<file path="src/rtl/salc_pkg.sv">
`timescale 1ns / 1ps
// ----------------------------------------------------------------------------
// Cache model package
// Shared types and constants for the set-associative LRU tag array model.
// ----------------------------------------------------------------------------
package salc_pkg;

    localparam int TAG_W  = 63;
    localparam int ADDR_W = 64;
    localparam int CNT_W  = 32;
    localparam int REG_W  = 4;

    // Access kinds.
    typedef enum logic [1:0] {
        FUNC_LOAD   = 2'd0,
        FUNC_STORE  = 2'd1,
        FUNC_MODIFY = 2'd2,
        FUNC_NONE   = 2'd3
    } func_t;

    // Configuration register indexes.
    localparam logic [1:0] REG_SET_BITS   = 2'd0;
    localparam logic [1:0] REG_WAYS_USED  = 2'd1;
    localparam logic [1:0] REG_BLOCK_BITS = 2'd2;

    // Sequencer states.
    typedef enum logic [1:0] {
        ST_IDLE,
        ST_LOOKUP,
        ST_OUT
    } state_t;

    // Per-access outcome from the lookup unit.
    typedef struct packed {
        logic hit;
        logic evict;
    } outcome_t;

endpackage

</file>
<file path="src/rtl/salc_lookup.sv">
`timescale 1ns / 1ps
// ----------------------------------------------------------------------------
// Set lookup
// Compares one set's ways against a tag, picks the victim and builds the
// updated way contents (valid, age, write enable for the tag).
// ----------------------------------------------------------------------------
module salc_lookup import salc_pkg::*; #(
    parameter int MAX_WAYS = 8,
    parameter int AGE_W    = 3
) (
    input  logic [TAG_W-1:0]            tag,
    input  logic [$clog2(MAX_WAYS+1)-1:0] ways,
    input  logic [MAX_WAYS-1:0]         valid_in,
    input  logic [MAX_WAYS-1:0][AGE_W-1:0] age_in,
    input  logic [MAX_WAYS-1:0][TAG_W-1:0] tag_in,
    output logic [MAX_WAYS-1:0]         valid_out,
    output logic [MAX_WAYS-1:0][AGE_W-1:0] age_out,
    output logic [MAX_WAYS-1:0]         tag_we,
    output outcome_t                    outcome
);

    localparam logic [AGE_W-1:0] AGE_TOP = AGE_W'(MAX_WAYS - 1);

    logic [MAX_WAYS-1:0] in_use;
    logic [MAX_WAYS-1:0] match;
    logic                hit;
    logic                have_free;
    logic [$clog2(MAX_WAYS)-1:0] hit_way;
    logic [$clog2(MAX_WAYS)-1:0] free_way;
    logic [$clog2(MAX_WAYS)-1:0] lru_way;
    logic [$clog2(MAX_WAYS)-1:0] sel_way;
    logic [AGE_W:0]              limit;

    // Tag compare and way selection.
    always_comb begin
        hit       = 1'b0;
        have_free = 1'b0;
        hit_way   = '0;
        free_way  = '0;
        lru_way   = '0;
        for (int w = 0; w < MAX_WAYS; w++) begin
            in_use[w] = (w < ways);
            match[w]  = in_use[w] && valid_in[w] && (tag_in[w] == tag);
        end
        for (int w = MAX_WAYS - 1; w >= 0; w--) begin
            if (match[w]) begin
                hit     = 1'b1;
                hit_way = w[$clog2(MAX_WAYS)-1:0];
            end
            if (in_use[w] && !valid_in[w]) begin
                have_free = 1'b1;
                free_way  = w[$clog2(MAX_WAYS)-1:0];
            end
        end
        for (int w = 1; w < MAX_WAYS; w++) begin
            if (in_use[w] && age_in[w] > age_in[lru_way]) begin
                lru_way = w[$clog2(MAX_WAYS)-1:0];
            end
        end
    end

    // Aging of the other ways and refresh of the selected way.
    always_comb begin
        if (hit) begin
            sel_way = hit_way;
            limit   = {1'b0, age_in[hit_way]};
        end else if (have_free) begin
            sel_way = free_way;
            limit   = {1'b1, {AGE_W{1'b0}}};
        end else begin
            sel_way = lru_way;
            limit   = {1'b0, age_in[lru_way]};
        end
        for (int w = 0; w < MAX_WAYS; w++) begin
            valid_out[w] = valid_in[w];
            age_out[w]   = age_in[w];
            tag_we[w]    = 1'b0;
            if (w == sel_way) begin
                valid_out[w] = 1'b1;
                age_out[w]   = '0;
                tag_we[w]    = !hit;
            end else if (in_use[w] && valid_in[w] && ({1'b0, age_in[w]} < limit)
                         && age_in[w] < AGE_TOP) begin
                age_out[w] = age_in[w] + AGE_W'(1);
            end
        end
        outcome.hit   = hit;
        outcome.evict = !hit && !have_free;
    end

endmodule
</file>
<file path="config.mk">
export PLATFORM = sky130hd
export DESIGN_NAME = salc_lookup
export DESIGN_NICKNAME = d
export VERILOG_FILES = /design/src/rtl/salc_pkg.sv /design/src/rtl/salc_lookup.sv
export SDC_FILE = /design/constraint.sdc
export NUM_CORES = 1
export LEC_CHECK = 0
export ABC_AREA = 1
export BUFFER_PORTS_ARGS = -buffer_cell sky130_fd_sc_hd__buf_2
export CAP_MARGIN = 20
export CORE_AREA = 4 4 251 253
export DETAILED_ROUTE_END_ITERATION = 16
export DIE_AREA = 0 0 255 257
export GPL_TIMING_DRIVEN = 0
export PLACE_DENSITY = 0.51
export SYNTH_ARGS = -nofsm -noshare
export SYNTH_HDL_FRONTEND = slang
export SYNTH_SLANG_ARGS = --single-unit
</file>
<file path="constraint.sdc">
create_clock -name vclk -period 18.4
set_input_delay 3.68 -clock vclk [all_inputs]
set_output_delay 3.68 -clock vclk [all_outputs]
set_load 0.01 [all_outputs]
</file>
==> results.tsv <==
metric	value	unit
Power Density	71.3	nW/µm²
Post-Synthesis Cells	2536	
routed len/inst	29.6	µm
dominant cell type by area after synthesis	nand2_1	
final core utilization	0.297	
Synth area leaders	nand2_1 (21%), xnor2_1 (15%), nor2_1 (11%)	
crit-path max FO	8	
Slew @ Worst Pin	0.925	ns
vias post-DR	20200	
total power	1.29	mW
pre-CTS WS	-2.05	ns
setup violators final	0	
most frequent cell after synthesis	nand2_1	
gr usage total	0.339	
core outline area	61000	µm²
FMAX	55.7	MHz
placed cell area	17100	µm²
Area Growth Syn to Fin	37.8	%
die height	257	µm
period utilization	0.977	
Die X	255	µm
Post-CTS Hold Buffers	0	
CP most frequent cell	nand2_1	
sequential fraction of the synthesis area	0	
FF+latch count	0	
maximum vdd ir drop	86.8	µV
critical path capture point type	output port	
commonest cells in the netlist	nand2_1 (745), nor2_1 (375), inv_1 (352)	
Seq. cell area	0	µm²
kind of critical path	in -> out	
antenna violations before repair	39	
total global routing overflow	0	
number of clock buffers in the layout	0	
delay of the slowest critical-path stage	0.38	ns
vias in the first global route	19100	
status	finished clean	
Post-DRT Antenna Nets	0	
DRT Pass-1 Iters	6	
gpl congestion	1.03	
nets	3811	
I/O Pins	645	
slowest CP cell	or3_1	
final worst slack	0.432	ns
DRT Wirelength	118	mm
final instance area	18200	µm²
Vias/cell	5.05	
top cell type's share of synthesized area	0.212	
Hold Vio Cnt, Final	0	
layout cells sized above 1	0.285	
final hold slack	7.66	ns
fin crit period	17.97	ns
post-synthesis cell type count	54	
max_slew headroom	0.379	
Syn Std Cell Area	13200	µm²
Pleak	9.70	nW
fin. max-slew vios	0	
startpoint types	primary input	
# DRC	0	
WP data required	14.72	ns
Iter 0 DRT Violations	2052	
DP Wirelength	98.6	mm
Mapped Avg Cell Area	5.19	µm²
pin count of the biggest net entering global routing	11	
Hold Path Class	in -> out	
syn_nets	3176	
die area	65500	µm²
synth warn	0	
RSZ-0062 raised after global routing	true	
Worst Path Arrival	14.29	ns
initial core utilization	0.216	
first-pass GRT wire length	154	mm
port bufs	583	
max_cap viols	0	
Core Rows	91	
per-stage QoR:
| step | cells | setup TNS, ns |
|---|---|---|
| 5_1_grt | 3975 | -2.57 |
| 6_report | 4004 | 0 |
| 2_1_floorplan | 2536 | 0 |
| 3_5_place_dp | 3909 | -57.78 |
| 4_1_cts | 3925 | 0 |
| 3_3_place_gp | 3909 | -72.39 |
logic make-up after synthesis:
family          after synthesis  share of synthesized area
compound gates              138                     0.0611
xor+xnor                    343                      0.228
fa+ha+maj                    37                     0.0351
buf+inv                     448                      0.146
simple gates               1570                      0.530
metal layers:
metal  global-route usage  routed length, µm  vias up
met1                0.422              45500     9328
li1                     -                  -     9265
met5                    0                 69        -
met2                0.558              53400     1330
met3               0.0653              11300      299
met4                0.169               8200       10
critical path: cells and delay by family:
family	cells	cell delay, ns
AOI/OAI and AO/OA	21	2.94
adders and majority gates	8	2.24
buffers and inverters	15	1.69
and+or+nand+nor	36	3.72
path summary, 6_finish.rpt:
path,cells after the start,startpoint,endpoint
max,80,age_in[4],age_out[0]
min,4,valid_in[4],valid_out[4]
where the power goes:
part | internal (mW) | total [mW] | switching [mW]
Clock | 0.000000330 | 0.000000330 | 0
Sequential | 0 | 0 | 0
Combinational | 0.522 | 1.29 | 0.772
Total | 0.522 | 1.29 | 0.772
placed cells by master, fill, tap and decap left out, drive strengths merged:
master	synthesis	final
nand3b	12	12
a221o	1	1
nor4b	1	1
and3	10	10
nor2	388	388
clkinv	1	1
nand3	128	128
o211ai	9	9
o22ai	3	3
clkbuf	2	1
o2111ai	2	2
or3	1	1
a32oi	1	1
nand4	127	127
a31oi	5	5
nor2b	6	6
xnor2	224	224
inv	379	377
and2	9	9
a2111oi	1	1
nand2b	1	1
a21boi	1	1
o31ai	5	5
o21ai	59	59
diode	0	45
nor3b	9	9
a21oi	41	41
ha	37	37
xor2	119	119
nand2	770	770
clkinvlp	0	2
o32ai	1	1
nor3	41	41
a211oi	9	9
or2	43	43
nor4	24	24
buf	66	700
final cells by class:
cell class	count	area, µm²
Antenna cell	45	113
Fill cell	7285	42900
Multi-Input combinational cell	2088	11700
Tap cell	790	988
Timing Repair Buffer	633	3380
Buffer	68	504
Inverter	380	1440
timing repair:
| item | CTS | global route |
|---|---|---|
| pin swaps | 14 | 69 |
| endpoints found under the setup margin | 40 | 40 |
| gates resized for setup | 46 | 106 |
| buffers inserted | 16 | 34 |
Note: power is estimated with default switching activity, not from simulation.
